$ cat config.mk
export PLATFORM = sky130hd
export DESIGN_NAME = aarm_div_cell
export DESIGN_NICKNAME = d
export VERILOG_FILES = /design/src/design/aarm_pkg.sv /design/src/design/aarm_div_cell.sv
export SDC_FILE = /design/constraint.sdc
export NUM_CORES = 1
export LEC_CHECK = 0
export ABC_AREA = 0
export BUFFER_PORTS_ARGS = -buffer_cell sky130_fd_sc_hd__buf_2
export CAP_MARGIN = 20
export CORE_AREA = 2 2 175 177
export CTS_CLUSTER_SIZE = 30
export DETAILED_ROUTE_END_ITERATION = 8
export DIE_AREA = 0 0 177 179
export PLACE_DENSITY = 0.71
export SLEW_MARGIN = 20
export SYNTH_ARGS = -nofsm -noshare
export SYNTH_HDL_FRONTEND = slang
export SYNTH_SLANG_ARGS = --single-unit
$ cat constraint.sdc
create_clock -name i_clk -period 8.1 [get_ports i_clk]
set_clock_uncertainty 0.15 [all_clocks]
set_input_delay 0.405 -clock i_clk [delete_from_list [all_inputs] [get_ports i_clk]]
set_output_delay 0.405 -clock i_clk [all_outputs]
set_load 0.02 [all_outputs]
$ cat src/design/aarm_pkg.sv
`timescale 1ns / 1ps
`default_nettype none
package aarm_pkg;

    localparam int CORDIC_STEPS = 30;
    localparam int ATAN_N       = 40;
    localparam int AW           = $clog2(ATAN_N);
    localparam int SQRT_STEPS   = 32;
    localparam int SQW          = $clog2(SQRT_STEPS);
    localparam int DIV_STEPS    = 31;
    localparam int AXES         = 3;
    localparam int CW           = 34;
    localparam int LAT          = 73 + CORDIC_STEPS;

    localparam logic signed [CW-1:0] ONE_Q30  = 34'sd1073741824;
    localparam logic signed [CW-1:0] HALF_Q30 = 34'sd536870912;
    localparam logic signed [CW-1:0] GAIN_Q30 = 34'sd652032874;
    localparam logic [31:0] TWO_PI_X2  = 32'd3373259426;
    localparam logic [31:0] TWO_PI_Q28 = 32'd1686629713;
    localparam logic signed [31:0] TWO_PI_S  = 32'sd1686629713;
    localparam logic signed [31:0] PI_S      = 32'sd843314857;
    localparam logic signed [31:0] HALF_PI_S = 32'sd421657428;
    localparam logic [25:0] TWENTYFOURTH_Q30 = 26'd44739243;
    localparam logic [27:0] SIXTH_Q30        = 28'd178956971;

    typedef struct packed {
        logic signed [31:0] rot_x;
        logic signed [31:0] rot_y;
        logic signed [31:0] rot_z;
    } t_rot_in;

    typedef struct packed {
        logic signed [31:0] m00;
        logic signed [31:0] m01;
        logic signed [31:0] m02;
        logic signed [31:0] m10;
        logic signed [31:0] m11;
        logic signed [31:0] m12;
        logic signed [31:0] m20;
        logic signed [31:0] m21;
        logic signed [31:0] m22;
    } t_mat_out;

    typedef struct packed {
        logic [32:0]          p;
        logic [DIV_STEPS-1:0] q;
    } t_div_lane;

    function automatic logic [29:0] atan_val(input logic [AW-1:0] i);
        unique case (i)
            6'd0:  atan_val = 30'd843314856;
            6'd1:  atan_val = 30'd497837829;
            6'd2:  atan_val = 30'd263043836;
            6'd3:  atan_val = 30'd133525158;
            6'd4:  atan_val = 30'd67021686;
            6'd5:  atan_val = 30'd33543515;
            6'd6:  atan_val = 30'd16775850;
            6'd7:  atan_val = 30'd8388437;
            6'd8:  atan_val = 30'd4194282;
            6'd9:  atan_val = 30'd2097149;
            6'd10: atan_val = 30'd1048575;
            6'd11: atan_val = 30'd524287;
            6'd12: atan_val = 30'd262143;
            6'd13: atan_val = 30'd131071;
            6'd14: atan_val = 30'd65535;
            6'd15: atan_val = 30'd32767;
            6'd16: atan_val = 30'd16383;
            6'd17: atan_val = 30'd8191;
            6'd18: atan_val = 30'd4095;
            6'd19: atan_val = 30'd2047;
            6'd20: atan_val = 30'd1023;
            6'd21: atan_val = 30'd511;
            6'd22: atan_val = 30'd255;
            6'd23: atan_val = 30'd127;
            6'd24: atan_val = 30'd63;
            6'd25: atan_val = 30'd31;
            6'd26: atan_val = 30'd15;
            6'd27: atan_val = 30'd7;
            6'd28: atan_val = 30'd3;
            6'd29: atan_val = 30'd1;
            default: atan_val = '0;
        endcase
    endfunction

endpackage
`default_nettype wire

$ cat src/design/aarm_div_cell.sv
`timescale 1ns / 1ps
`default_nettype none
module aarm_div_cell import aarm_pkg::*; (
    input  logic                 i_clk,
    input  logic                 i_en,
    input  logic [31:0]          i_d,
    input  t_div_lane [AXES-1:0] i_lane,
    output logic [31:0]          o_d,
    output t_div_lane [AXES-1:0] o_lane
);

    logic [32:0]          w_diff [AXES];
    t_div_lane [AXES-1:0] n_lane;
    t_div_lane [AXES-1:0] r_lane;
    logic [31:0]          r_d;

    always_comb begin
        for (int j = 0; j < AXES; j++) begin
            w_diff[j] = i_lane[j].p - {1'b0, i_d};
            if (i_lane[j].p >= {1'b0, i_d}) begin
                n_lane[j].p = {w_diff[j][31:0], 1'b0};
                n_lane[j].q = {i_lane[j].q[DIV_STEPS-2:0], 1'b1};
            end else begin
                n_lane[j].p = {i_lane[j].p[31:0], 1'b0};
                n_lane[j].q = {i_lane[j].q[DIV_STEPS-2:0], 1'b0};
            end
        end
    end

    always_ff @(posedge i_clk) begin
        if (i_en) begin
            r_lane <= n_lane;
            r_d    <= i_d;
        end
    end

    assign o_lane = r_lane;
    assign o_d    = r_d;

endmodule
`default_nettype wire

Word level (Yosys, flattened, before mapping)
Index checks and enable logic that the tools add are counted.

Flip-flop bits (word level): 224. Latch bits: 0. Memory bits (writable): 0. ROM bits: 0. Input port bits: 226. Output and inout bits: 224. Logic and storage cells: 16. Memories: 0.

Add/subtract/negate cells: 3. Multiply operators: 0. Div/mod/pow operators: 0. Magnitude comparators: 3. Eq/ne operators: 0. Shift operators: 0. Multiplexer cells: 3. Bitwise operators: 0. Reduce and logical (&&, ||, !) cells: 0.

Operators with widths (number): 64-bit two-way mux (3); 33-bit by 32-bit greater-or-equal comparator with 1-bit output (3); 32-bit subtractor (3).

Depth between registers and ports, before layout
Depth in word-level cells: 2. Gate-level depth with buffers: 14. Depth with buffers taken out: 12.

Least setup slack after synthesis
No wires, ideal clock.

Path type: input -> register. From: input i_lane[31] (netlist bit). To: register r_lane, in the netlist o_lane[60] (data pin). Library setup time: 0.262 ns. Arrival time: 2.761 ns. Data required time: 7.688 ns. Path slack: 4.927 ns. Cell stages on the path: 12. Path buffers: 0. Cells stage by stage: inv_1 -> ha_1 -> fa_1 -> nand2b_1 -> a21oi_1 -> o211ai_1 -> a21oi_1 -> a31oi_1 -> o31ai_1 -> a31oi_1 -> xnor2_1 -> mux2_1.

RTL lines: start, declared (RTL line aarm_div_cell.sv:7) `input t_div_lane [AXES-1:0] i_lane,`; end signal, assigned (RTL line aarm_div_cell.sv:32) `r_lane <= n_lane;`; end, declared (RTL line aarm_div_cell.sv:14) `t_div_lane [AXES-1:0] r_lane;`.

==> results.py <==
metrics = {
    "run_status": {
        "status": "finished, final reports clean",
    },
    "clock_network": {
        "cts_tree": "yes",
        "cts.path.max_buffers": 3,
        "numCtsBuffers": 24,
        "cts.sink_count": 221,
        "cts_htree_levels": 1,
        "ctsRootBufferMaster": "clkbuf_16",
        "clk_pin_slew_ps": 70,
    },
    "global_route": {
        "grt_pass1_vias": 11400,
        "antenna_found_initial": 9,
        "grt-ovfl-total": 0,
        "grt_max_degree": 77,
        "grt_util_all_layers_pct": 26.6,
        "grt_pass1_wl_um": 64000,
    },
    "setup_path": {
        "cpPeakStageDelay_ps": 530,
        "cp_top_family": "buffers and inverters",
        "startpoint_type": "input port",
        "startpoint": "i_d[2]",
        "crit_chain": "dlygate4sd3_1 -> buf_2 -> inv_1 -> ha_1 -> o21a_1 -> o31a_1 -> o22ai_1 -> o311a_4 -> a2bb2oi_2 -> o41ai_2 -> nand2_1 -> buf_4 -> inv_2 -> mux2_2",
        "crit_path_top_delay_cell": "dlygate4sd3_1",
        "crit_type": "in2reg",
        "endpoint_kind": "flop",
        "crit_required_ps": 8210,
        "crit_fanout": 44,
        "critPathArrivalTime_ps": 4300,
        "cp_num_buf_inv": 5,
    },
    "placement": {
        "place_ws_ps": 3760,
        "port_buffers": 443,
        "dp.cells": 1991,
        "placed_area_mm2": 0.0155,
        "gp_congestion": 0.877,
        "place_hpwl_um": 34200,
    },
    "synthesis": {
        "synthCells": 1193,
        "yosys_warnings": 0,
        "synth_edf_count": 221,
        "syn-cell-area_mm2": 0.0130,
        "synth_area_leaders": "edfxtp_1, ha_1, a21oi_1",
        "yosysTopAreaCellShare_pct": 51.1,
        "synth-main-ff-cell": "edfxtp_1",
        "synthTopCellsByCount": "edfxtp_1, nand2_1, a21oi_1",
        "yosys.area.top_type": "edfxtp_1",
        "synth_cell_types": 75,
        "yosysMostFrequentCell": "edfxtp_1",
        "ys_seq_area_share_pct": 51.1,
        "async_flop_share_pct": 0,
        "ys_ff_latch": 221,
        "syn_area_per_cell_um2": 10.9,
    },
    "pwr": {
        "vdd_drop_max_mv": 0.137,
        "leakagePower_nw": 7.59,
        "powerDensity_mw_per_mm2": 201,
    },
    "layout": {
        "final_cell_count_no_fill": 2158,
        "drive_above_1_share_pct": 29.0,
        "nets": 2066,
        "postLayoutCellArea_mm2": 0.0174,
        "syn2layout_area_growth_pct": 34.3,
        "ff_latch_area_mm2": 0.00664,
        "multiInputGateArea_mm2": 0.00589,
        "fillCellCount": 2477,
    },
    "routing": {
        "wirelength_um": 44700,
        "wire_per_inst_um": 20.7,
        "vias": 11700,
        "firstDrtPassIters": 4,
        "drtIter0Drc": 652,
        "antenna_left": 0,
        "drc": 0,
        "viasPerCell": 5.42,
    },
    "timing": {
        "fmax_mhz": 239,
        "min_period_ps": 4190,
        "rsz0062_at_grt": "false",
        "layout_setup_ws_ps": 3910,
        "post-route-period-util_pct": 51.7,
        "finalHoldViolCount": 0,
        "setup_viol": 0,
        "tightest_slew_ps": 980,
        "setup_tns_ps": 0,
        "slew_headroom_pct": 34.7,
        "maxSlewViolCount": 0,
    },
    "min_path": {
        "min_path_type": "in2reg",
        "hold_depth": 3,
        "hold_end": "o_lane[160]$_DFFE_PP_",
        "hold_start": "i_lane[159]",
    },
    "floorplanning": {
        "die_x_um": 177,
        "ioPinCount": 450,
        "start_util_pct": 43.3,
        "die_h_um": 179,
        "rows": 64,
        "die_area_mm2": 0.0317,
        "core_area_mm2": 0.0300,
    },
    "run": {
        "maxCapViolCount": 0,
    },
}
[where the power goes]
part	switching, mW	internal (mW)	leakage (nW)	total, mW
logic	0.653	0.391	5.09	1.04
registers	0.0358	1.43	2.16	1.46
clock network	0.445	0.561	0.340	1.01
[per-stage QoR]
step | total power, mW | utilization, % | hold slack [ps]
2_1_floorplan | 2.12 | - | 354
3_3_place_gp | 2.46 | 51.7 | 431
3_5_place_dp | 2.47 | 51.7 | 433
4_1_cts | 3.53 | 58.0 | 9.64
5_1_grt | 3.67 | 58.1 | 33.0
6_report | 3.51 | 58.1 | 32.7
[state kept, by name, summed over array words and instances, names as in the netlist]
name	count
o_lane	189
o_d	32
[cells in the final DEF (no fill, tap or decap), types with 7 or more instances in the layout]
cell,synthesis,routed
o21ai_1,9,9
nor2b_1,11,11
nand2b_1,10,10
a211oi_1,7,7
buf_2,12,442
o21ai_0,93,93
ha_1,96,96
xnor2_1,49,49
nor2_1,66,66
xor2_1,32,32
and3_1,13,13
dlygate4sd3_1,0,120
o211ai_1,12,12
mux2_2,9,9
a31oi_1,19,19
nand2_1,127,127
edfxtp_1,221,221
a21o_1,35,35
clkbuf_16,0,25
inv_1,60,60
o21a_1,14,14
nand3_1,25,25
o21bai_1,16,16
nor3_1,14,14
nand4_1,20,20
a21oi_1,105,105
[per-layer routing]
| layer | GRT usage [%] | up-vias | wire length, um |
|---|---|---|---|
| met5 | 0 | - | 52 |
| met4 | 11.4 | 8 | 1860 |
| met3 | 5.03 | 102 | 3370 |
| met2 | 47.7 | 496 | 22500 |
| met1 | 31.0 | 5541 | 16900 |
| li1 | - | 5551 | - |
[cells by family after synthesis]
family,Yosys count,synth area share [%]
AO/OA/AOI/OAI,364,18.1
AND/OR/NAND/NOR,303,10.6
flip-flops,221,51.1
buffers and inverters,109,3.71
adder cells (fa/ha/maj),99,9.71
XOR/XNOR,81,5.46
multiplexers,15,1.29
other,1,0.0289
[worst max-delay path by stage]
stage | cells after the start | endpoint
2_1_floorplan | 12 | o_lane[60]$_DFFE_PP_
3_3_place_gp | 13 | o_lane[163]$_DFFE_PP_
3_5_place_dp | 13 | o_lane[163]$_DFFE_PP_
4_1_cts | 14 | o_lane[163]$_DFFE_PP_
5_1_grt | 13 | o_lane[112]$_DFFE_PP_
6_report | 14 | o_lane[163]$_DFFE_PP_
[cell type report]
cell class	instances	share of cell area (%)
Antenna cell	5	0.0717
Multi-Input combinational cell	865	33.8
Clock inverter	14	0.445
Timing Repair Buffer	568	19.9
Sequential cell	221	38.0
Inverter	61	1.31
Clock buffer	28	3.65
Tap cell	396	2.84
[what timing repair did]
item / in CTS / in global routing
gates resized for setup: 0 / 0
setup buffers: 0 / 0
hold buffers: 120 / 0
hold endpoints to repair: 120 / 0
(Power assumes the default switching activity.)
