===== src/design/aarm_pkg.sv =====
`timescale 1ns / 1ps
`default_nettype none
package aarm_pkg;

    localparam int CORDIC_STEPS = 30;
    localparam int ATAN_N       = 40;
    localparam int AW           = $clog2(ATAN_N);
    localparam int SQRT_STEPS   = 32;
    localparam int SQW          = $clog2(SQRT_STEPS);
    localparam int DIV_STEPS    = 31;
    localparam int AXES         = 3;
    localparam int CW           = 34;
    localparam int LAT          = 73 + CORDIC_STEPS;

    localparam logic signed [CW-1:0] ONE_Q30  = 34'sd1073741824;
    localparam logic signed [CW-1:0] HALF_Q30 = 34'sd536870912;
    localparam logic signed [CW-1:0] GAIN_Q30 = 34'sd652032874;
    localparam logic [31:0] TWO_PI_X2  = 32'd3373259426;
    localparam logic [31:0] TWO_PI_Q28 = 32'd1686629713;
    localparam logic signed [31:0] TWO_PI_S  = 32'sd1686629713;
    localparam logic signed [31:0] PI_S      = 32'sd843314857;
    localparam logic signed [31:0] HALF_PI_S = 32'sd421657428;
    localparam logic [25:0] TWENTYFOURTH_Q30 = 26'd44739243;
    localparam logic [27:0] SIXTH_Q30        = 28'd178956971;

    typedef struct packed {
        logic signed [31:0] rot_x;
        logic signed [31:0] rot_y;
        logic signed [31:0] rot_z;
    } t_rot_in;

    typedef struct packed {
        logic signed [31:0] m00;
        logic signed [31:0] m01;
        logic signed [31:0] m02;
        logic signed [31:0] m10;
        logic signed [31:0] m11;
        logic signed [31:0] m12;
        logic signed [31:0] m20;
        logic signed [31:0] m21;
        logic signed [31:0] m22;
    } t_mat_out;

    typedef struct packed {
        logic [32:0]          p;
        logic [DIV_STEPS-1:0] q;
    } t_div_lane;

    function automatic logic [29:0] atan_val(input logic [AW-1:0] i);
        unique case (i)
            6'd0:  atan_val = 30'd843314856;
            6'd1:  atan_val = 30'd497837829;
            6'd2:  atan_val = 30'd263043836;
            6'd3:  atan_val = 30'd133525158;
            6'd4:  atan_val = 30'd67021686;
            6'd5:  atan_val = 30'd33543515;
            6'd6:  atan_val = 30'd16775850;
            6'd7:  atan_val = 30'd8388437;
            6'd8:  atan_val = 30'd4194282;
            6'd9:  atan_val = 30'd2097149;
            6'd10: atan_val = 30'd1048575;
            6'd11: atan_val = 30'd524287;
            6'd12: atan_val = 30'd262143;
            6'd13: atan_val = 30'd131071;
            6'd14: atan_val = 30'd65535;
            6'd15: atan_val = 30'd32767;
            6'd16: atan_val = 30'd16383;
            6'd17: atan_val = 30'd8191;
            6'd18: atan_val = 30'd4095;
            6'd19: atan_val = 30'd2047;
            6'd20: atan_val = 30'd1023;
            6'd21: atan_val = 30'd511;
            6'd22: atan_val = 30'd255;
            6'd23: atan_val = 30'd127;
            6'd24: atan_val = 30'd63;
            6'd25: atan_val = 30'd31;
            6'd26: atan_val = 30'd15;
            6'd27: atan_val = 30'd7;
            6'd28: atan_val = 30'd3;
            6'd29: atan_val = 30'd1;
            default: atan_val = '0;
        endcase
    endfunction

endpackage
`default_nettype wire


===== src/design/aarm_sqrt_cell.sv =====
`timescale 1ns / 1ps
`default_nettype none
module aarm_sqrt_cell import aarm_pkg::*; (
    input  logic           i_clk,
    input  logic           i_en,
    input  logic [SQW-1:0] i_stage,
    input  logic [63:0]    i_n,
    input  logic [63:0]    i_r,
    output logic [63:0]    o_n,
    output logic [63:0]    o_r
);

    logic [SQW+1:0] w_sh;
    logic [63:0]    w_b;
    logic [63:0]    w_t;
    logic [63:0]    n_n;
    logic [63:0]    n_r;
    logic [63:0]    r_n;
    logic [63:0]    r_r;

    assign w_sh = (SQW+2)'(2 * SQRT_STEPS - 2) - {1'b0, i_stage, 1'b0};
    assign w_b  = 64'd1 << w_sh;
    assign w_t  = i_r + w_b;

    always_comb begin
        if (i_n >= w_t) begin
            n_n = i_n - w_t;
            n_r = (i_r >> 1) + w_b;
        end else begin
            n_n = i_n;
            n_r = i_r >> 1;
        end
    end

    always_ff @(posedge i_clk) begin
        if (i_en) begin
            r_n <= n_n;
            r_r <= n_r;
        end
    end

    assign o_n = r_n;
    assign o_r = r_r;

endmodule
`default_nettype wire


===== config.mk =====
export PLATFORM = sky130hd
export DESIGN_NAME = aarm_sqrt_cell
export DESIGN_NICKNAME = d
export VERILOG_FILES = /design/src/design/aarm_pkg.sv /design/src/design/aarm_sqrt_cell.sv
export SDC_FILE = /design/constraint.sdc
export NUM_CORES = 1
export LEC_CHECK = 0
export ABC_AREA = 1
export BUFFER_PORTS_ARGS = -buffer_cell sky130_fd_sc_hd__buf_4
export CORE_AREA = 2 2 201 203
export DETAILED_ROUTE_END_ITERATION = 8
export DIE_AREA = 0 0 203 205
export HOLD_SLACK_MARGIN = 0.06
export PLACE_DENSITY = 0.66
export SLEW_MARGIN = 20
export SYNTH_ARGS = -nofsm -noshare
export SYNTH_HDL_FRONTEND = slang
export SYNTH_SLANG_ARGS = --single-unit

===== constraint.sdc =====
create_clock -name i_clk -period 6.43 [get_ports i_clk]
set_input_delay 1.286 -clock i_clk [delete_from_list [all_inputs] [get_ports i_clk]]
set_output_delay 1.286 -clock i_clk [all_outputs]
set_load 0.05 [all_outputs]

# After elaboration in Yosys (flattened, before gate mapping)
# Index checks and enable logic that the tools add are counted.
# word_totals
regBits	128
inputBits	135
out_inout_bits	128
wordCells	11
# op_classes
n_addsub	4
magnitude_cmp	1
shift	1
n_mux	2
# op_table
op	n
adder 63 x 64 -> 64 bit	1
adder 64 bit	1
greater-or-equal comparator 64 bit	1
two-way mux 64 bit	1
left shift 1 x 7 -> 64 bit (first input constant)	1
subtractor 64 bit	1
two-way mux 63 bit	1
subtractor 6 x 6 -> 7 bit (first input constant)	1

# Longest topological paths before layout
# depth
word_depth	5
depth_mapped	34
ltp_nobuf	31

# Worst setup path before layout
# OpenSTA, ideal clock, no wires.
# synth_path
path_kind	input -> register
from	input port i_stage[4]
to	register r_r[32] (netlist: o_r[32]) (data pin)
setup_time_ns	0.253
arrival_ns	4.957
t_required_ns	6.177
setup_slack_ns	1.220
cell_stages	28
n_path_buf	5
path_cell_list	buf_2 -> buf_1 -> nor2_1 -> ha_1 -> nand2_1 -> o21ai_0 -> a21oi_1 -> a21boi_0 -> nor2_1 -> a211oi_1 -> nand2_1 -> nand2_1 -> nand2_1 -> ha_1 -> nand2_1 -> nor2_1 -> inv_1 -> nor2_1 -> inv_1 -> nor3_1 -> nand3_1 -> nand3_2 -> inv_2 -> buf_6 -> buf_6 -> buf_6 -> nand2_1 -> nand2_1
# synth_via
elab_chain_cells	5
elab_cells_between_ends	6
classes_between	add/sub (3); order compare (1); shift (1); mux (1)
# synth_lines
item	line	text
start, declared	aarm_sqrt_cell.sv:6	input logic [SQW-1:0] i_stage,
subtractor 6 x 6 -> 7 bit (*)	aarm_sqrt_cell.sv:21	assign w_sh = (SQW+2)'(2 * SQRT_STEPS - 2) - {1'b0, i_stage, 1'b0};
left shift 1 x 7 -> 64 bit (*)	aarm_sqrt_cell.sv:22	assign w_b = 64'd1 << w_sh;
adder 64 bit	aarm_sqrt_cell.sv:23	assign w_t = i_r + w_b;
greater-or-equal comparator 64 bit	aarm_sqrt_cell.sv:26	if (i_n >= w_t) begin
two-way mux 63 bit (*)	aarm_sqrt_cell.sv:26	
via n_r[32]	aarm_sqrt_cell.sv:17	logic [63:0] n_r;
end signal, assigned	aarm_sqrt_cell.sv:38	r_r <= n_r;
end, declared	aarm_sqrt_cell.sv:19	logic [63:0] r_r;
# Mark *: on every way through the listed nets, which the timed path passes. The rest lies on a longest branch.
# A chain may end at the register's enable or synchronous reset.

# Final worst setup path
# layout_path
from	input port i_stage[1]
to	register r_n[7] (netlist: o_n[7]) (data pin)
# layout_via
elab_chain_cells	5
elab_cells_between_ends	6
classes_between	add/sub (3); order compare (1); shift (1); mux (1)
# layout_lines
item	line	text
subtractor 6 x 6 -> 7 bit (*)	aarm_sqrt_cell.sv:21	
left shift 1 x 7 -> 64 bit (*)	aarm_sqrt_cell.sv:22	
adder 64 bit (*)	aarm_sqrt_cell.sv:23	
subtractor 64 bit or greater-or-equal comparator 64 bit (tied branches)	aarm_sqrt_cell.sv:27, aarm_sqrt_cell.sv:26	
two-way mux 64 bit (*)	aarm_sqrt_cell.sv:26	
via n_n[7]	aarm_sqrt_cell.sv:16	logic [63:0] n_n;
end signal, assigned	aarm_sqrt_cell.sv:37	r_n <= n_n;
end, declared	aarm_sqrt_cell.sv:18	logic [63:0] r_n;
# Marks and branches as above.

==> run_results.csv <==
group,metric,value,unit
yosys,netlist_instances,3024,
sta,setup_viol,0,
yosys,synth-edff-count,128,
yosys,synth_most_common_cell,"nand2_1",
sta,grt_setup_unrepaired,"no",
drt,vias,21700,
critical_path,crit_slowest_cell,"ha_1",
min_path,min_to,"o_n[46]",
final_layout,fillers,4067,
critical_path,crit_type,"in -> reg",
status,status,"completed",
critical_path,endpoint_kind,"register",
pwr,leakage,9.67,nW
die,fp.dieH,205,µm
die,start_util,45.4,%
sta,max_freq,162,MHz
yosys,synthesis.nets,3286,
placed_design,placed_cell_area,0.0207,mm²
yosys,ys_types,47,
critical_path,cp-start-kind,"primary input",
clocking,tritoncts,"built",
critical_path,arrival,6380,ps
drt,final_antenna_net_count,0,
drt,drt_iter0_drc,2032,
die,dieWidth,203,µm
yosys,syn-cell-area,0.0179,mm²
final_layout,insertedDiodeCount,0,
global_routing,grt-ovfl-total,0,
global_routing,grt_start_max_net_pins,87,
die,rows,73,
drt,first_pass_iters,7,
critical_path,crit_family,"simple AND/OR/NAND/NOR gates",
clocking,post_cts_buffers,0,
global_routing,grt_pass1_wl,120000,µm
drt,drc,0,
yosys,synth.avg_cell_area,5.91,µm²
yosys,synth_top_area_share,21.5,%
critical_path,max_stage_delay,370,ps
yosys,synth-seq-cells,128,
die,num_io_pins,263,
yosys,yosys_warnings,0,
drt,wire_per_inst,20.9,µm
sta,fin_crit_sh,96.1,%
final_layout,nets,3578,
yosys,synth.area.top_cells,"edfxtp_1 22%, nand2_1 19%, inv_1 9.5%, nor2_1 9.0%, ha_1 8.8%",
sta,maxSlewViolCount,0,
clocking,cts_resized,0,
sta,fin_crit,6180,ps
clocking,clk_path_buf_depth,2,
sta,final_hold_viol_count,0,
yosys,synth_largest_area_cell,"edfxtp_1",
min_path,worstHoldStart,"i_n[46]",
clocking,htree_levels,4,
min_path,worstHoldPathCells,3,
drt,routed_via_density,5.62,
global_routing,grt_pass1_vias,21100,
critical_path,cp_max_fo,32,
min_path,worstHoldPathType,"in -> reg",
placed_design,hpwl,68400,µm
placed_design,place_congestion,1.06,
die,core_area,0.0394,mm²
final_layout,final_cells,3853,
pwr,peakVddDrop,207,µV
run,drv_cap,0,
drt,wirelength,80600,µm
global_routing,antenna_found_initial,0,
global_routing,grt_util_all_layers,38.5,%
critical_path,required,6630,ps
placed_design,dpl_worst_slack,-153,ps
placed_design,port_buffers,262,
placed_design,dp_cells,3822,
die,dieArea,0.0416,mm²
sta,relSlewSlack,44.3,%
sta,finalSetupTns,0,ps
yosys,ys_seq_area_share,21.5,%
clocking,root_buffer,"clkbuf_16",
yosys,async_reset_ff_share,0,%
clocking,postCtsHoldBufs,0,
sta,max_slew.worst_pin.slew,836,ps
final_layout,area_delta_synth_final,19.4,%
sta,worst_slack,249,ps
final_layout,final_layout_size_suffix_gt1_share,11.0,%
clocking,cts-buffers-inserted,17,
critical_path,cpMostUsedCell,"nand2_1",
yosys,synthFlopType,"edfxtp_1",
critical_path,critical_path_buf_inv_count,4,
clocking,clk_pin_slew,60,ps
clocking,clock-sinks,128,
pwr,p_per_area,185,mW/mm²
yosys,synthTopCellsByCount,"921 x nand2_1, 450 x inv_1, 430 x nor2_1",
final_layout,postLayoutCellArea,0.0213,mm²
-- worst max-delay path by stage --
stage	start	to	slack [ps]	cells after the start
after CTS	i_stage[4]	o_n[7]	320	26
after global routing	i_stage[3]	o_n[3]	2	28
after detailed placement	i_stage[4]	o_n[7]	-150	26
after global placement	i_stage[4]	o_r[24]	-140	26
final	i_stage[1]	o_n[7]	250	27
after floorplan	i_stage[4]	o_r[32]	1220	28
-- cell usage in the layout (no fill, tap or decap), types with 2 or more instances in the layout --
cell type    n
ha_1       126
nand3_1    156
xnor2_1     67
clkbuf_16   17
clkinv_4     4
a31oi_1      9
or2_2        8
nor2_1     429
a211oi_1     7
o22ai_1      5
a21oi_1    175
nand3b_1    43
a21boi_0    11
buf_4      301
o21bai_1    23
clkinv_2     6
nor4_1      14
nor3_1      51
inv_1      450
o21a_1       7
inv_2        7
and3_1       2
o311ai_0     3
a21o_1      16
bufinv_16    4
nand2_1    921
xor2_1      33
edfxtp_1   128
buf_12       5
nor2_2       3
nand4_1     31
o21ai_0    229
o21ai_1     20
-- through the flow --
step	hold WS, ps	power [mW]	util [%]
floorplan	1400	2.22	-
global placement	1570	2.83	52.6
detailed placement	1570	2.85	52.6
CTS	1090	3.92	54.2
global route	1120	4.10	54.2
finish	1100	3.95	54.2
-- metal layers --
layer	share of wire (%)	global-route usage, %	vias to the layer above
li1	-	-	10400
met1	39	45.6	9807
met2	46	65.4	1185
met3	8.3	5.54	243
met4	6.9	24.5	0
met5	0	0	-
-- power by group --
part	leakage [nW]	switching (mW)	internal (mW)	total (mW)
registers	1.25	0.0376	1.06	1.10
logic	8.12	1.23	0.534	1.76
clock network	0.303	0.437	0.646	1.08
-- kinds of logic (layout without fill, tap and decap cells) --
| kind of cell | after synthesis | after routing | share of synthesized area [%] |
|---|---|---|---|
| xor gates and xnor gates | 100 | 100 | 4.90 |
| DFF | 128 | 128 | 21.5 |
| and+or+nand+nor | 1662 | 1662 | 38.2 |
| AOI/OAI and AO/OA | 515 | 515 | 15.8 |
| adders and majority gates | 127 | 127 | 8.94 |
| buffers and inverters | 492 | 796 | 10.7 |
-- flip-flops by register name, summed over array words and instances (netlist names) --
name	flops
o_r	64
o_n	64
-- area by class of cell --
class	count	area (µm²)	area share [%]
tap	525	657	3.08
inverter	459	1730	8.09
timing repair buffer	306	2360	11.1
clock inverter	14	191	0.898
sequential	128	3840	18.0
clock buffer	17	425	1.99
multi-input combinational	2404	12100	56.8
Power figures use the tool's default switching activity.
