$ cat src/design/aarm_pkg.sv
`timescale 1ns / 1ps
`default_nettype none
package aarm_pkg;

    localparam int CORDIC_STEPS = 30;
    localparam int ATAN_N       = 40;
    localparam int AW           = $clog2(ATAN_N);
    localparam int SQRT_STEPS   = 32;
    localparam int SQW          = $clog2(SQRT_STEPS);
    localparam int DIV_STEPS    = 31;
    localparam int AXES         = 3;
    localparam int CW           = 34;
    localparam int LAT          = 73 + CORDIC_STEPS;

    localparam logic signed [CW-1:0] ONE_Q30  = 34'sd1073741824;
    localparam logic signed [CW-1:0] HALF_Q30 = 34'sd536870912;
    localparam logic signed [CW-1:0] GAIN_Q30 = 34'sd652032874;
    localparam logic [31:0] TWO_PI_X2  = 32'd3373259426;
    localparam logic [31:0] TWO_PI_Q28 = 32'd1686629713;
    localparam logic signed [31:0] TWO_PI_S  = 32'sd1686629713;
    localparam logic signed [31:0] PI_S      = 32'sd843314857;
    localparam logic signed [31:0] HALF_PI_S = 32'sd421657428;
    localparam logic [25:0] TWENTYFOURTH_Q30 = 26'd44739243;
    localparam logic [27:0] SIXTH_Q30        = 28'd178956971;

    typedef struct packed {
        logic signed [31:0] rot_x;
        logic signed [31:0] rot_y;
        logic signed [31:0] rot_z;
    } t_rot_in;

    typedef struct packed {
        logic signed [31:0] m00;
        logic signed [31:0] m01;
        logic signed [31:0] m02;
        logic signed [31:0] m10;
        logic signed [31:0] m11;
        logic signed [31:0] m12;
        logic signed [31:0] m20;
        logic signed [31:0] m21;
        logic signed [31:0] m22;
    } t_mat_out;

    typedef struct packed {
        logic [32:0]          p;
        logic [DIV_STEPS-1:0] q;
    } t_div_lane;

    function automatic logic [29:0] atan_val(input logic [AW-1:0] i);
        unique case (i)
            6'd0:  atan_val = 30'd843314856;
            6'd1:  atan_val = 30'd497837829;
            6'd2:  atan_val = 30'd263043836;
            6'd3:  atan_val = 30'd133525158;
            6'd4:  atan_val = 30'd67021686;
            6'd5:  atan_val = 30'd33543515;
            6'd6:  atan_val = 30'd16775850;
            6'd7:  atan_val = 30'd8388437;
            6'd8:  atan_val = 30'd4194282;
            6'd9:  atan_val = 30'd2097149;
            6'd10: atan_val = 30'd1048575;
            6'd11: atan_val = 30'd524287;
            6'd12: atan_val = 30'd262143;
            6'd13: atan_val = 30'd131071;
            6'd14: atan_val = 30'd65535;
            6'd15: atan_val = 30'd32767;
            6'd16: atan_val = 30'd16383;
            6'd17: atan_val = 30'd8191;
            6'd18: atan_val = 30'd4095;
            6'd19: atan_val = 30'd2047;
            6'd20: atan_val = 30'd1023;
            6'd21: atan_val = 30'd511;
            6'd22: atan_val = 30'd255;
            6'd23: atan_val = 30'd127;
            6'd24: atan_val = 30'd63;
            6'd25: atan_val = 30'd31;
            6'd26: atan_val = 30'd15;
            6'd27: atan_val = 30'd7;
            6'd28: atan_val = 30'd3;
            6'd29: atan_val = 30'd1;
            default: atan_val = '0;
        endcase
    endfunction

endpackage
`default_nettype wire

$ cat src/design/aarm_cordic_cell.sv
`timescale 1ns / 1ps
`default_nettype none
module aarm_cordic_cell import aarm_pkg::*; (
    input  logic                 i_clk,
    input  logic                 i_en,
    input  logic [AW-1:0]        i_step,
    input  logic signed [CW-1:0] i_x,
    input  logic signed [CW-1:0] i_y,
    input  logic signed [CW-1:0] i_z,
    output logic signed [CW-1:0] o_x,
    output logic signed [CW-1:0] o_y,
    output logic signed [CW-1:0] o_z
);

    logic signed [CW-1:0] w_xs;
    logic signed [CW-1:0] w_ys;
    logic signed [CW-1:0] w_a;
    logic signed [CW-1:0] n_x;
    logic signed [CW-1:0] n_y;
    logic signed [CW-1:0] n_z;
    logic signed [CW-1:0] r_x;
    logic signed [CW-1:0] r_y;
    logic signed [CW-1:0] r_z;

    assign w_xs = i_x >>> i_step;
    assign w_ys = i_y >>> i_step;
    assign w_a  = $signed({4'b0, atan_val(i_step)});

    always_comb begin
        if (!i_z[CW-1]) begin
            n_x = i_x - w_ys;
            n_y = i_y + w_xs;
            n_z = i_z - w_a;
        end else begin
            n_x = i_x + w_ys;
            n_y = i_y - w_xs;
            n_z = i_z + w_a;
        end
    end

    always_ff @(posedge i_clk) begin
        if (i_en) begin
            r_x <= n_x;
            r_y <= n_y;
            r_z <= n_z;
        end
    end

    assign o_x = r_x;
    assign o_y = r_y;
    assign o_z = r_z;

endmodule
`default_nettype wire

$ cat config.mk
export PLATFORM = sky130hd
export DESIGN_NAME = aarm_cordic_cell
export DESIGN_NICKNAME = d
export VERILOG_FILES = /design/src/design/aarm_pkg.sv /design/src/design/aarm_cordic_cell.sv
export SDC_FILE = /design/constraint.sdc
export NUM_CORES = 1
export LEC_CHECK = 0
export BUFFER_PORTS_ARGS = -buffer_cell sky130_fd_sc_hd__buf_4
export CORE_ASPECT_RATIO = 0.75
export CORE_MARGIN = 8
export CORE_UTILIZATION = 40
export CTS_BUF_LIST = sky130_fd_sc_hd__clkbuf_16
export DETAILED_ROUTE_END_ITERATION = 10
export PLACE_DENSITY_LB_ADDON = 0.1
export SLEW_MARGIN = 40
export SYNTH_ARGS = -nofsm -noshare
export SYNTH_HDL_FRONTEND = slang
export SYNTH_SLANG_ARGS = --single-unit
$ cat constraint.sdc
create_clock -name i_clk -period 18.21 [get_ports i_clk]
set_input_delay 3.642 -clock i_clk [delete_from_list [all_inputs] [get_ports i_clk]]
set_output_delay 3.642 -clock i_clk [all_outputs]
set_load 0.05 [all_outputs]
Word level (Yosys, flattened, before mapping)
Memories as Yosys holds them, arrays and structs flattened.
Index checks and enable logic that the tools add are counted.
- register bits after elaboration: 102
- bits in read-only memories: 960
- bits of input ports: 110
- memories kept: 1
- $add $sub $neg: 6
- shift operators: 2
- multiplexer cells: 4
- memories (name ; depth ; width ; read ports ; clocked after Yosys merged registers in ; wr ports ; RTL line ; RTL):
    (name not given) ; 32 ; 30 ; 1 ; 0 ; 0 ; aarm_pkg.sv:50 ; unique case (i)
- operator list (operator ; number):
    $mux 34 ; 3
    $add 34x34->34 ; 2
    $sshr 34x6->34 ; 2
    $sub 34x34->34 ; 2
    $add 34x31->34 ; 1
    $sub 34x31->34 ; 1
    $mux 30 ; 1

Depth between registers and ports, before layout
An unclocked memory read counts as a cell.
- word-level depth: 4
- gate-level depth with buffers: 27
- depth with buffers taken out: 22

Worst setup path after synthesis
Ideal clock, no wire load.
- path kind: input-to-reg
- start: input i_step[0]
- end: register r_x[33] (netlist: o_x[33]) (data pin)
- library setup time: 0.259 ns
- arrival time: 8.956 ns
- path slack: 8.995 ns
- stages on the path: 24
- buffers on the path: 3
- cells stage by stage: buf_6 > buf_6 > buf_2 > nor3_1 > mux2_2 > o311ai_0 > nand4b_1 > inv_1 > ha_1 > nand3_1 > or4b_1 > a21oi_1 > a21oi_1 > xor2_1 > ha_1 > nand3_1 > or2_2 > or4_1 > a21oi_1 > o21bai_1 > a31oi_1 > a31oi_1 > a21oi_1 > xnor2_1
- word-level cells in the longest chain between the ends: 3
- RTL lines (element ; RTL line ; RTL):
    start: declaration ; aarm_cordic_cell.sv:6 ; input logic [AW-1:0] i_step,
    $sshr 34x6->34 (*) ; aarm_cordic_cell.sv:26 ; assign w_ys = i_y >>> i_step;
    $sub 34x34->34 or $add 34x34->34 (tied branches) ; aarm_cordic_cell.sv:31, aarm_cordic_cell.sv:35 ;
    $mux 34 (*) ; aarm_cordic_cell.sv:30 ; if (!i_z[CW-1]) begin
    named net n_x[33] ; aarm_cordic_cell.sv:18 ; logic signed [CW-1:0] n_x;
    end signal: assignment ; aarm_cordic_cell.sv:43 ; r_x <= n_x;
    end: declaration ; aarm_cordic_cell.sv:21 ; logic signed [CW-1:0] r_x;
The timed path passes the listed nets; every way through them passes the cells marked *.
A chain may end at the register's enable or synchronous reset.

Worst setup path after layout
Same ends and word-level chain as after synthesis.

==> flow_summary.json <==
{
  "synth-async-reset-ratio_pct": 0,
  "cts_inserted_buffers": 9,
  "vias": 15300,
  "io_buffer_count": 211,
  "start_util_pct": 40.3,
  "setup_ws_ns": 7.49,
  "synth-compound-area-share_pct": 23.1,
  "ant_nets": 0,
  "gp_congestion": 1.03,
  "finalSetupViolCount": 0,
  "gr-usage-all-layers_pct": 28.1,
  "clock_tree.root_cell": "clkbuf_16",
  "synth.cell_area_um2": 15300,
  "holdPathStages": 2,
  "antenna_found_initial": 1,
  "slew_violations": 0,
  "initialDrtViolationCount": 1750,
  "ios": 212,
  "avgSynthCellArea_um2": 8.88,
  "core-area_um2": 38000,
  "nets": 2102,
  "die_height_um": 185,
  "end_kind": "register",
  "placed_cells_incl_taps": 2380,
  "crit_buf_inv": 3,
  "crit_fanout": 49,
  "grt_pass1_vias": 14600,
  "synthAdderAreaFrac_pct": 9.38,
  "dpl.hpwl_mm": 51.0,
  "synth_edf_count": 102,
  "routed_via_density": 6.39,
  "holdWs_ns": 3.54,
  "synthMuxAreaShare_pct": 17.8,
  "clk_pin_slew_worst_paths_ns": 0.08,
  "critPathKind": "in2reg",
  "run_status": "finished clean",
  "first_pass_iters": 8,
  "tns_ns": 0,
  "num_rows": 62,
  "drc_errors": 0,
  "slowest_stage": "buf_4",
  "synthSimpleGateAreaFrac_pct": 15.8,
  "ys_seq_area_share_pct": 20.0,
  "area_growth_pct": 14.9,
  "dieArea_um2": 44900,
  "dpl_cell_area_um2": 17300,
  "worst_ep_required_time_ns": 18.37,
  "grt-ovfl-total": 0,
  "drive_above_1_share_pct": 20.8,
  "n_fill_cell": 3780,
  "rsz0062_at_grt": "false",
  "clk_path_buf_depth": 2,
  "hold_buffers": 0,
  "cts-resized-gates": 0,
  "p_per_area_nw_per_um2": 85.5,
  "synth_xor_area_share_pct": 10.2,
  "ff_latch_area_um2": 3060,
  "cp_slowest_stage_delay_ns": 0.70,
  "period_minus_slack_ns": 10.72,
  "synth_top_flop_cell": "edfxtp_1",
  "diodes": 0,
  "synth_top_family_by_area": "compound AO/OA/AOI/OAI gates",
  "critical_path.top_delay_family": "compound AO/OA/AOI/OAI gates",
  "die_x_um": 242,
  "clkSinkCount": 102,
  "syn_nets": 1948,
  "holdPathEnd": "o_z[0]",
  "hold_violations": 0,
  "postLayoutCellArea_um2": 17600,
  "startpoint_type": "primary input",
  "tightestPinTransition_ns": 0.955,
  "synth_seq_cells": 102,
  "place_ws_ns": 7.12,
  "post-route-period-util_pct": 58.9,
  "postCtsSetupBuffers": 0,
  "synthCells": 1725,
  "grt_start_max_net_pins": 78,
  "ys_warn_count": 0,
  "ys_types": 83,
  "wl_mm": 65.1,
  "avgRoutedWirePerCell_um": 27.2,
  "vdd_drop_max_v": 0.0000618,
  "multi_input_area_um2": 11700,
  "hp-class": "in2reg",
  "layout.cells.non_filler": 2396,
  "path_common_cell": "a21oi_1",
  "critPathArrivalTime_ns": 10.87,
  "fmax_mhz": 93.3,
  "drv_cap": 0,
  "grt_pass1_wl_mm": 96.7,
  "maxSlewHeadroom_pct": 35.6,
  "crit_chain": "buf_6 > buf_4 > buf_4 > mux2i_1 > mux4_2 > o21ai_1 > o221ai_1 > nand3_1 > or4b_1 > a21oi_1 > a21oi_1 > xor2_1 > ha_1 > nand3_1 > or2_2 > or4_1 > a21oi_1 > o21bai_1 > a31oi_1 > a31oi_1 > a21oi_1 > xnor2_1",
  "cts_tree": "done",
  "min_from": "i_z[0]",
  "ctsHtreeMaxLevel": 3,
  "cellLeakagePower_uw": 0.00709
}
how the worst max path moves through the flow:
stage / depth (start not counted) / to / startpoint / slack [ns]
CTS: 22 / o_x[33] / i_step[0] / 7.54
floorplan: 24 / o_x[33] / i_step[0] / 8.99
detailed placement: 22 / o_x[33] / i_step[0] / 7.12
finish: 22 / o_x[33] / i_step[0] / 7.49
global placement: 22 / o_x[33] / i_step[0] / 7.15
global route: 24 / o_y[33] / i_step[0] / 6.99
routing by layer:
| layer | vias up | track usage [%] | share of wire [%] |
|---|---|---|---|
| met1 | 7471 | 39.2 | 46 |
| met3 | 84 | 10.4 | 11 |
| met4 | 0 | 7.03 | 2.0 |
| met5 | - | 0 | 0 |
| met2 | 821 | 40.5 | 41 |
| li1 | 6933 | - | - |
synthesized netlist by cell type, drive strengths merged (8+ instances only):
| cell | number | area (um2) |
|---|---|---|
| o211ai | 22 | 165 |
| nand2b | 23 | 144 |
| nor2 | 151 | 567 |
| o21ai | 81 | 405 |
| o22ai | 20 | 125 |
| or2 | 12 | 75.1 |
| or3 | 15 | 93.8 |
| o221ai | 10 | 87.6 |
| nand2 | 131 | 492 |
| a211oi | 15 | 118 |
| o2111ai | 8 | 70.1 |
| a22o | 13 | 114 |
| clkbuf | 43 | 161 |
| nor2b | 35 | 219 |
| a21oi | 148 | 741 |
| xor2 | 67 | 587 |
| a22oi | 17 | 128 |
| edfxtp | 102 | 3060 |
| a31oi | 30 | 188 |
| mux4 | 76 | 1710 |
| a21o | 44 | 330 |
| and3 | 16 | 100 |
| mux2i | 60 | 604 |
| o21bai | 12 | 90.1 |
| a221oi | 12 | 105 |
| nor3 | 26 | 130 |
| o21a | 27 | 203 |
| ha | 110 | 1380 |
| and2 | 19 | 119 |
| xnor2 | 111 | 972 |
| inv | 41 | 154 |
| buf | 44 | 247 |
| nand3 | 28 | 140 |
| mux2 | 37 | 417 |
| nor3b | 8 | 60.1 |
state kept, by name, summed over array words and instances (netlist names):
| signal | flops |
|---|---|
| o_x | 34 |
| o_y | 34 |
| o_z | 34 |
power by group:
part | internal (uW) | switching (uW)
Clock | 91.5 | 100
Combinational | 335 | 615
Sequential | 347 | 17.3
cells in the final DEF (no fill, tap or decap), drive strengths merged, types with 30 or more instances in the layout:
master	n
edfxtp	102
buf	230
inv	42
nand2	131
mux4	76
nor2	151
a31oi	30
o21ai	81
xor2	67
xnor2	111
a21oi	148
mux2	37
a21o	44
mux2i	60
ha	110
nor2b	35
cell families after synthesis:
group | after synthesis
flops | 102
buf+inv | 128
xor+xnor | 178
mux | 173
compound gates | 533
fa+ha+maj | 113
simple gates | 498
stage by stage:
| stage | power (uW) | utilization, % |
|---|---|---|
| detailed placement | 1310 | 45.6 |
| finish | 1500 | 46.3 |
| global route | 1590 | 46.3 |
| global placement | 1310 | 45.5 |
| CTS | 1500 | 46.3 |
| floorplan | 1030 | - |
cell type report:
class | instances | share of cell area [%]
clock inverters | 7 | 0.242
multi-input cells | 1495 | 66.7
inverters | 41 | 0.875
well taps | 512 | 3.64
repair buffers | 230 | 9.83
clock buffers | 9 | 1.28
flip-flops and latches | 102 | 17.4
No activity file was read; power rests on OpenSTA's default activity.
